## src/crt_ram.sv

```systemverilog
`timescale 1ns / 1ps
// ----------------------------------------------------------------------------
// crt_ram
// Single port synchronous RAM with a registered read.
// ----------------------------------------------------------------------------
module crt_ram #(
   parameter int WIDTH = 8,
   parameter int DEPTH = 16
) (
   input  logic                     clock,
   input  logic                     we,
   input  logic [$clog2(DEPTH)-1:0] addr,
   input  logic [WIDTH-1:0]         wdata,
   output logic [WIDTH-1:0]         rdata
);

   logic [WIDTH-1:0] mem_ff [DEPTH];
   logic [WIDTH-1:0] rdata_ff;

   always_ff @(posedge clock) begin
      if (we) begin
         mem_ff[addr] <= wdata;
      end
      rdata_ff <= mem_ff[addr];
   end

   assign rdata = rdata_ff;

endmodule

```

## config.mk

```make
export PLATFORM = sky130hd
export DESIGN_NAME = crt_ram
export DESIGN_NICKNAME = d
export VERILOG_FILES = /design/src/crt_ram.sv
export SDC_FILE = /design/constraint.sdc
export NUM_CORES = 1
export LEC_CHECK = 0
export BUFFER_PORTS_ARGS = -buffer_cell sky130_fd_sc_hd__buf_4
export CAP_MARGIN = 20
export CORE_MARGIN = 8
export CORE_UTILIZATION = 45
export DETAILED_ROUTE_END_ITERATION = 6
export HOLD_SLACK_MARGIN = 0.12
export PLACE_DENSITY = 0.57
export SYNTH_ARGS = -nofsm -noshare
export SYNTH_HDL_FRONTEND = slang
export SYNTH_SLANG_ARGS = --single-unit
```

## constraint.sdc

```tcl
create_clock -name clock -period 2.4 [get_ports clock]
set_clock_uncertainty 0.1 [all_clocks]
set_input_delay 0.48 -clock clock [delete_from_list [all_inputs] [get_ports clock]]
set_output_delay 0.48 -clock clock [all_outputs]
set_load 0.05 [all_outputs]
```

After elaboration in Yosys (flattened, before gate mapping)
Memories as Yosys holds them, arrays and structs flattened. A register that Yosys moved wholly into a read port is not among the register bits.
Index checks and enable logic that the tools add are counted.
- bits in writable memories: 128
- bits of input ports: 14
- output and inout port bits: 8
- memories: 1
- register bits after elaboration: 0
- memory list (memory ; words ; bits a word ; rd ports ; clocked after memory_dff ; wr ports ; line ; RTL):
    mem_ff ; 16 ; 8 ; 1 ; 1 ; 1 ; 17 ; logic [WIDTH-1:0] mem_ff [DEPTH];
- multiplexer cells: 2
- operator list (kind ; count):
    1-bit 2-to-1 mux ; 2

Longest topological paths before layout
- depth after elaboration: 2
- depth in mapped cells: 5

Worst setup path after synthesis
Ideal clock, no wire load.
- kind: in2reg
- from: input addr[2]
- to: memory mem_ff[0][0], enable pin
- arrival: 1.590 ns
- required time: 1.917 ns
- library setup time: 0.383 ns
- buffers on the path: 0
- stages: 2
- path slack: 0.327 ns
- cell sequence: or3b_2 nor3_1
- RTL lines (item ; line ; RTL):
    start, declared ; 12 ; input logic [$clog2(DEPTH)-1:0] addr,
    end, declared ; 17 ;
Straight into the memory's write port.

==> impl_metrics.tcl <==
set metrics [dict create \
    grt_setup_unrepaired "no" \
    grt_usage 0.143 \
    worst_pin_slew_ps 824 \
    fin_crit_sh 0.665 \
    grt_pass1_wl_um 14900 \
    p_seq_frac 0.486 \
    rr_endpoint "rdata[5]" \
    post-route-min-period_ps 1590 \
    regArea_mm2 0.00400 \
    dieArea_mm2 0.0149 \
    status "complete, no violations" \
    avgRoutedWirePerCell_um 22.6 \
    clk-insertion-delay-late_ps 410 \
    end_kind "flop" \
    min_from "wdata[2]" \
    drc 0 \
    holdPathEnd "mem_ff[6][2]" \
    crit_path_cell_trace "buf_4, buf_4, mux4_2, a22oi_1, nand2_1" \
    critPathMostFrequentCell "buf_4" \
    antenna_found_initial 0 \
    n_antenna_cell 0 \
    met1_usage 0.188 \
    layout_commonest_cell "edfxtp_1" \
    switchingPower_mw 1.19 \
    instances_no_fill 435 \
    worst-setup-path-type "primary input to flop" \
    cts_resized 0 \
    fillers 838 \
    cts_tree "built" \
    pwr-share-clk 0.457 \
    synth_area_leaders "edfxtp_1 76%, mux4_2 14%, dfxtp_1 3.2%" \
    postCtsSetupBuffers 0 \
    setup_tns_ps 0 \
    synth_cell_types 18 \
    required_ps 2590 \
    slowest_delay_ps 530 \
    die_width_um 122 \
    cp_max_fo 13 \
    finalNetCount 296 \
    rr_worst_depth 3 \
    worstReg2RegStart "mem_ff[3][5]" \
    pwr_density_cell_mw_per_mm2 902 \
    grtUsageMet3 0.0458 \
    drv_cap 0 \
    layout-drive-gt1-share 0.363 \
    cts_made_buffers 17 \
    grt_overflow 0 \
    slew_headroom 0.448 \
    internal-power_mw 4.31 \
    reg2reg_slack_ps 980 \
    yosys.area.top_type_share 0.759 \
    finalMaxSlewViolations 0 \
    finalHoldViolCount 0 \
    use_met2 0.218 \
    place.gp.congestion 0.733 \
    ys_seq_area_frac 0.790 \
    leakagePower_nw 2.02 \
    area_delta_synth_final_pct 20.2 \
    synth_area_mm2 0.00507 \
    worstSetupStartpointType "primary input" \
    ctsHoldBuffers 0 \
    combPwrFrac 0.057 \
    worst-endpoint-arrival_ps 1790 \
    drt-pass1-iter-count 5 \
    ys_seq_elements 136 \
    start_util 0.463 \
    swShare 0.216 \
    viasPerCell 5.37 \
    post-dp-hpwl_um 6320 \
    htree_levels 4 \
    worstHoldPathType "primary input to flop" \
    ir_drop_uv 421 \
    synth_largest_area_cell "edfxtp_1" \
    crit_slowest_cell "mux4_2" \
    cts_root_buf "clkbuf_16" \
    io_pins 22 \
    fmax_mhz 627 \
    whs_ps 277 \
    drt-initial-drc-count 202 \
    grt_max_degree 26 \
    multi_input_area_mm2 0.00100 \
    ant_nets 0 \
    syn_inst 230 \
    cts.clk_slew.worst_paths_ps 60 \
    grt.busiest_layer "met2" \
    final_cell_mix "128 x edfxtp_1, 44 x buf_4, 32 x mux4_2" \
    yosysWarnings 0 \
    cts_sinks 136 \
    synth.avg_cell_area_um2 22.0 \
    coreArea_mm2 0.0109 \
    whs_path_depth 1 \
    die_y_um 122 \
    synth_nets 244 \
    num_rows 38 \
    totalWireLength_um 9840 \
    port_buffers 21 \
    clk_path_buf_depth 2 \
    grt_pass1_vias 2473 \
    finalSetupViolCount 0 \
    vias 2337 \
    dp.cells 403 \
]
==> per-layer routing <==
layer / routed length, um / vias to the layer above / share of wire
met5: 0 / - / 0
met4: 78 / 0 / 0.0079
met3: 424 / 6 / 0.043
met2: 4890 / 50 / 0.50
met1: 4450 / 1217 / 0.45
li1: - / 1064 / -
==> critical path: cells and delay by family <==
kind,cells,cell delay [ps]
buffers and inverters,2,380
AOI/OAI and AO/OA,1,290
muxes,1,530
and+or+nand+nor,1,100
==> power groups by stage <==
stage | Combinational, mW | Clock (mW) | Sequential, mW
global placement | 0.319 | 0 | 2.72
floorplan | 0.137 | 0 | 2.77
detailed placement | 0.323 | 0 | 2.72
CTS | 0.324 | 2.56 | 2.67
global route | 0.340 | 2.66 | 2.68
finish | 0.315 | 2.51 | 2.67
==> how the worst max path moves through the flow <==
stage	slack (ps)	cells past startpoint	startpoint	endpoint
final	810	5	addr[0]	rdata[5]
after global placement	320	5	addr[0]	rdata[1]
after detailed placement	310	5	addr[0]	rdata[1]
after CTS	760	5	addr[0]	rdata[1]
after global routing	710	5	addr[0]	rdata[5]
after floorplan	330	2	addr[2]	mem_ff[0][0]
==> cell families after synthesis <==
| family | share of synthesized area |
|---|---|
| flip-flops | 0.790 |
| AND/OR/NAND/NOR | 0.0321 |
| multiplexers | 0.142 |
| AO/OA/AOI/OAI | 0.0237 |
| buffers and inverters | 0.0119 |
==> synthesized netlist by cell type <==
master / count
and2_1: 1
nand3b_1: 2
buf_2: 2
nor2b_1: 2
mux4_2: 32
a22oi_1: 16
nand2b_1: 2
dfxtp_1: 8
buf_6: 2
nand3_1: 1
clkbuf_2: 1
nor3_1: 4
nand2_1: 9
edfxtp_1: 128
or3b_2: 1
nor2_1: 13
buf_1: 4
clkbuf_1: 2
==> area by class of cell <==
type,instances,share of cell area
clock inverter,14,0.0246
timing repair buffer,44,0.0542
clock buffer,18,0.0704
sequential,136,0.657
tap,140,0.0288
multi-input combinational,83,0.165
==> metrics by stage <==
stage | util | cell area [um^2] | worst slack (ps) | power, mW
after floorplan | - | 5070 | 327 | 2.91
after global placement | 0.504 | 5510 | 318 | 3.04
after detailed placement | 0.504 | 5510 | 311 | 3.05
after CTS | 0.557 | 6090 | 760 | 5.56
after global routing | 0.557 | 6090 | 709 | 5.67
final | 0.557 | 6090 | 805 | 5.50
==> sequential cells by signal, summed over array words and instances, names as in the netlist <==
name    count
rdata       8
mem_ff    128
Power figures use the tool's default switching activity.
