==> src/crt_div.sv <==
`timescale 1ns / 1ps
// ----------------------------------------------------------------------------
// crt_div
// Restoring divider, one quotient bit per cycle, 33-bit by 16-bit.
// ----------------------------------------------------------------------------
module crt_div (
   input  logic        clock,
   input  logic        reset,
   input  logic        start,
   input  logic [32:0] dividend,
   input  logic [15:0] divisor,
   output logic        done,
   output logic [32:0] quotient
);

   logic        run_ff, run_in;
   logic        done_ff, done_in;
   logic [5:0]  cnt_ff, cnt_in;
   logic [15:0] rem_ff, rem_in;
   logic [32:0] q_ff, q_in;
   logic [15:0] dsr_ff, dsr_in;
   logic [16:0] trial;
   logic        ge;

   always_comb begin
      trial   = {rem_ff, q_ff[32]};
      ge      = trial >= {1'b0, dsr_ff};
      run_in  = run_ff;
      done_in = 1'b0;
      cnt_in  = cnt_ff;
      rem_in  = rem_ff;
      q_in    = q_ff;
      dsr_in  = dsr_ff;
      if (start) begin
         run_in = 1'b1;
         cnt_in = 6'd33;
         rem_in = '0;
         q_in   = dividend;
         dsr_in = divisor;
      end else if (run_ff) begin
         rem_in = ge ? 16'(trial - {1'b0, dsr_ff}) : trial[15:0];
         q_in   = {q_ff[31:0], ge};
         cnt_in = cnt_ff - 6'd1;
         if (cnt_ff == 6'd1) begin
            run_in  = 1'b0;
            done_in = 1'b1;
         end
      end
   end

   always_ff @(posedge clock) begin
      if (reset) begin
         run_ff  <= 1'b0;
         done_ff <= 1'b0;
         cnt_ff  <= '0;
      end else begin
         run_ff  <= run_in;
         done_ff <= done_in;
         cnt_ff  <= cnt_in;
      end
      rem_ff <= rem_in;
      q_ff   <= q_in;
      dsr_ff <= dsr_in;
   end

   assign done     = done_ff;
   assign quotient = q_ff;

endmodule

==> config.mk <==
export PLATFORM = sky130hd
export DESIGN_NAME = crt_div
export DESIGN_NICKNAME = d
export VERILOG_FILES = /design/src/crt_div.sv
export SDC_FILE = /design/constraint.sdc
export NUM_CORES = 1
export LEC_CHECK = 0
export ABC_AREA = 0
export ABC_CLOCK_PERIOD_IN_PS = 3200
export BUFFER_PORTS_ARGS = -buffer_cell sky130_fd_sc_hd__buf_2
export CORE_UTILIZATION = 40
export CTS_CLUSTER_SIZE = 14
export DETAILED_ROUTE_END_ITERATION = 12
export PLACE_DENSITY_LB_ADDON = 0.15
export SLEW_MARGIN = 20
export SYNTH_ARGS = -nofsm -noshare
export SYNTH_HDL_FRONTEND = slang
export SYNTH_SLANG_ARGS = --single-unit
==> constraint.sdc <==
create_clock -name clock -period 3.2 [get_ports clock]
set_clock_uncertainty 0.15 [all_clocks]
set_input_delay 0.48 -clock clock [delete_from_list [all_inputs] [get_ports clock]]
set_output_delay 0.48 -clock clock [all_outputs]
set_load 0.05 [all_outputs]
**Yosys cells after proc, flatten, opt, wreduce, memory -nomap -nowiden**

Cells that the tools add are included.

- Bits in registers: 73
- Input bits: 52
- Output and inout port bits: 34
- Logic and storage cells: 24

- $add $sub $neg: 2
- $lt $le $gt $ge: 1
- Eq/ne operators: 1
- Muxes and demuxes: 9
- Bitwise logic cells: 1
- Reduce and logical (&&, ||, !) cells: 3

Operators with widths:

| operator | count |
|---|---|
| $mux W33 | 2 |
| $ge A17 B16 Y1 | 1 |
| $mux W16 | 1 |
| $sub A16 B16 Y16 | 1 |
| $mux W6 | 2 |
| $eq A6 B1 Y1 const B | 1 |
| $sub A6 B1 Y6 const B | 1 |
| $mux W1 | 4 |
| $reduce_or A3 Y1 | 1 |
| $reduce_bool A2 Y1 | 1 |
| $reduce_or A2 Y1 | 1 |
| $not A1 Y1 | 1 |

**Logic depth before layout (Yosys ltp)**

- Depth after elaboration: 4
- Mapped depth: 10
- Mapped depth without buffers: 10

**Least setup slack after synthesis**

OpenSTA, ideal clock, no wires.

- Path type: reg2reg
- From: register q_ff[32], in the netlist quotient[32]
- To: register rem_ff[14]
- Setup time: 114 ps
- Data arrival time: 2,520 ps
- Required time: 2,936 ps
- Slack: 416 ps
- Cell stages (with the launch flop): 11
- Buffers on the path: 0
- Period minus slack after synthesis: 2,784 ps
- Cell sequence: edfxtp_1 -> inv_1 -> ha_1 -> fa_1 -> nor2b_1 -> o2111ai_1 -> nand4_1 -> nand3_1 -> nand4_1 -> or3b_2 -> a21o_1

- Cells in the longest elaborated chain, start to end: 2
- Elaborated cells on any way between the ends: 3
- Classes of those cells: add/sub: 1; order compare: 1; mux: 1

Ends and longest elaborated chain:

| what | line | text |
|---|---|---|
| start, declared | 20 | `logic [32:0] q_ff, q_in;` |
| start signal, assigned | 62 | `q_ff <= q_in;` |
| $sub A16 B16 Y16 or $ge A17 B16 Y1 (tied branches) | 41, 27 |  |
| $mux W16 (*) | 41 | `rem_in = ge ? 16'(trial - {1'b0, dsr_ff}) : trial[15:0];` |
| end signal, assigned | 61 | `rem_ff <= rem_in;` |
| end, declared | 19 | `logic [15:0] rem_ff, rem_in;` |

Every way passes the cells marked *; elsewhere a longest branch is shown, timed or not.
A chain may end at the register's enable or synchronous reset.

**Final worst setup path**

Same ends and word-level chain as after synthesis.

==> flow_summary.toml <==
[setup_path]
path_class = "reg2reg"
critPathMaxFanout = 3
critPathRequiredTime_ns = 3.31
cp-end-kind = "flop"
cp_data_arrival_time_ns = 2.83
startpoint_type = "flop"

[cells_and_area]
fin_area_um2 = 4500
drive_above_1_share_pct = 34.6
final_cell_mix = "85 x buf_2, 49 x edfxtp_1, 36 x nor2_1"
final_common_cell = "buf_2"
finalCoreUtilization_pct = 48.9
antenna_cells = 0
area_growth_pct = 19.2
num-fill-cells = 867
nNetsFinal = 488

[die]
fp-row-count = 35
fp.dieArea_um2 = 9820
start_util_pct = 41.0
coreArea_um2 = 9200
dieWidth_um = 99.1
die_h_um = 99.1
ios = 86

[sta]
hold_violations = 0
finalSetupTns_ns = 0
tightest_slew_ns = 0.668
final.period_utilization_pct = 85.0
rsz0062_at_grt = "false"
setup_viol = 0
fmax_mhz = 368
maxSlewViolCount = 0
finalWorstSetupSlack_ns = 0.480
min_period_ns = 2.72
max_slew_margin_pct = 55.5

[synth]
synth_nets = 400
synth_area_um2 = 3770
synthAdderAreaFrac_pct = 6.51
synth-seq-area-share_pct = 51.8
synth_flop_cell = "edfxtp_1"
avgSynthCellArea_um2 = 11.5
ys_ff_latch = 73
synth_top_family_by_area = "multiplexers"
synth_compound_area_share_pct = 10.9
synth_cells = 329
yosys_warnings = 0
yosys.area_share.simple_pct = 11.0
synth.area.mux_share_pct = 12.2
synth_cell_types = 50
async_reset_ff_share_pct = 0
synthXorXnorAreaFrac_pct = 3.48
synth-edff-count = 49

[cts]
ctsLongestPathBuffers = 2
path_clk_slew_ns = 0.09
cts_tree = "yes"
numClockSinks = 73
htreeDepth = 3
cts_root_buf = "clkbuf_8"
clk_latency_ns = 0.36
post_cts_buffers = 0
cts_buffers = 9
cts-resized-gates = 0
hold_buffers = 0

[detailed_routing]
drc = 0
drt-pass1-iter-count = 4
vias = 2700
viasPerCell = 5.07
wl_um = 7560
wl_per_cell_um = 14.2
drt_iter0_drc = 93
antenna_left = 0

[global_route]
track_usage_pct = 16.1
overflow = 0
antenna_found_initial = 0
grt_start_max_net_pins = 56
grt_pass1_wl_um = 12300
grt_pass1_vias = 2596

[placement]
gp_congestion = 0.852
dpl_worst_slack_ns = 0.463
dpl.hpwl_um = 5370
dpl-instance-area_um2 = 4300
port-buffer-count = 85

[pwr]
ir_worst_vdd_v = 0.000302
finalPower_w = 0.00248
p_leak_nw = 1.95
power_density_nw_per_um2 = 552

[run]
cap_violations = 0

[worst_hold_path]
hp-class = "in2reg"

[outcome]
outcome = "completed"
==> sequential cells by signal, indices dropped and copies added (netlist names) <==
signal	count
quotient	33
done	1
cnt_ff	6
dsr_ff	16
run_ff	1
rem_ff	16
==> synth_stat cells, types with 2 or more instances <==
library cell | count | share of area [%]
nand3b_1 | 3 | 0.60
and2_1 | 2 | 0.33
dfxtp_1 | 24 | 13
nand3_1 | 3 | 0.40
clkbuf_1 | 2 | 0.20
a211oi_1 | 9 | 1.8
nor2_1 | 36 | 3.6
edfxtp_1 | 49 | 39
buf_1 | 8 | 0.80
mux2_2 | 33 | 9.9
ha_1 | 18 | 6.0
xor2_1 | 5 | 1.2
a21oi_1 | 9 | 1.2
a21oi_2 | 2 | 0.46
nand2_1 | 19 | 1.9
a311oi_1 | 3 | 0.70
o21ai_1 | 2 | 0.27
nor2b_1 | 2 | 0.33
mux2i_1 | 9 | 2.4
o21a_1 | 2 | 0.40
inv_1 | 23 | 2.3
a31oi_1 | 3 | 0.50
nor3_1 | 5 | 0.66
xnor2_1 | 10 | 2.3
and3_1 | 2 | 0.33
o21ai_0 | 9 | 1.2
a2111oi_0 | 2 | 0.46
nor4_1 | 3 | 0.50
o31ai_1 | 2 | 0.40
nand2b_1 | 4 | 0.66
a21o_1 | 5 | 1.0
nand4_1 | 3 | 0.50
==> area by class of cell <==
class                           instances  area (um^2)  area share [%]
Sequential cell                        73         1950            43.4
Multi-Input combinational cell        221         1660            37.0
Timing Repair Buffer                   89          455            10.1
Tap cell                              111          139            3.09
Clock buffer                            9          124            2.76
Inverter                               23         86.3            1.92
Clock inverter                          7         76.3            1.70
==> stage by stage <==
step                std cells  hold WS, ns
global placement          517        0.309
CTS                       533        0.112
detailed placement        517        0.317
global route              533        0.113
finish                    533        0.134
floorplan                 329        0.292
==> layer usage <==
| metal | global-route usage (%) | share of wire (%) | vias to the layer above |
|---|---|---|---|
| li1 | - | - | 1371 |
| met1 | 20.7 | 48 | 1260 |
| met2 | 24.9 | 46 | 56 |
| met3 | 5.11 | 4.2 | 13 |
| met4 | 7.47 | 2.1 | 0 |
| met5 | 0 | 0 | - |
==> cell families (layout without fill, tap and decap cells) <==
group,after synthesis,count (layout)
and+or+nand+nor,88,88
DFF,73,73
AOI/OAI and AO/OA,57,57
muxes,42,42
buffers and inverters,35,128
adders and majority gates,19,19
xor gates and xnor gates,15,15
==> where the power goes <==
part / switching (W) / internal (W)
combinational: 0.000377 / 0.000216
clock: 0.000376 / 0.000366
sequential: 0.0000454 / 0.00110
==> critical path, stage by stage (launching register included) <==
cell	delay, ns
edfxtp_1	0.39
inv_1	0.06
ha_1	0.22
fa_1	0.41
nor2b_1	0.18
o2111ai_1	0.15
nand4_1	0.18
nand3_1	0.15
nand4_1	0.12
or3b_2	0.45
a21o_1	0.16
==> final timing paths <==
path	start	to	slack, ns	cells after the start
worst max-delay path	quotient[32]$_DFFE_PP_	rem_ff[14]$_SDFFE_PP0P_	0.48	10
worst min-delay path	divisor[12]	dsr_ff[12]$_DFFE_PP_	0.13	1
worst max register to register	quotient[32]$_DFFE_PP_	rem_ff[14]$_SDFFE_PP0P_	0.48	10
worst min register to register	rem_ff[1]$_SDFFE_PP0P_	rem_ff[1]$_SDFFE_PP0P_	0.32	2
Note: power is estimated with default switching activity, not from simulation.
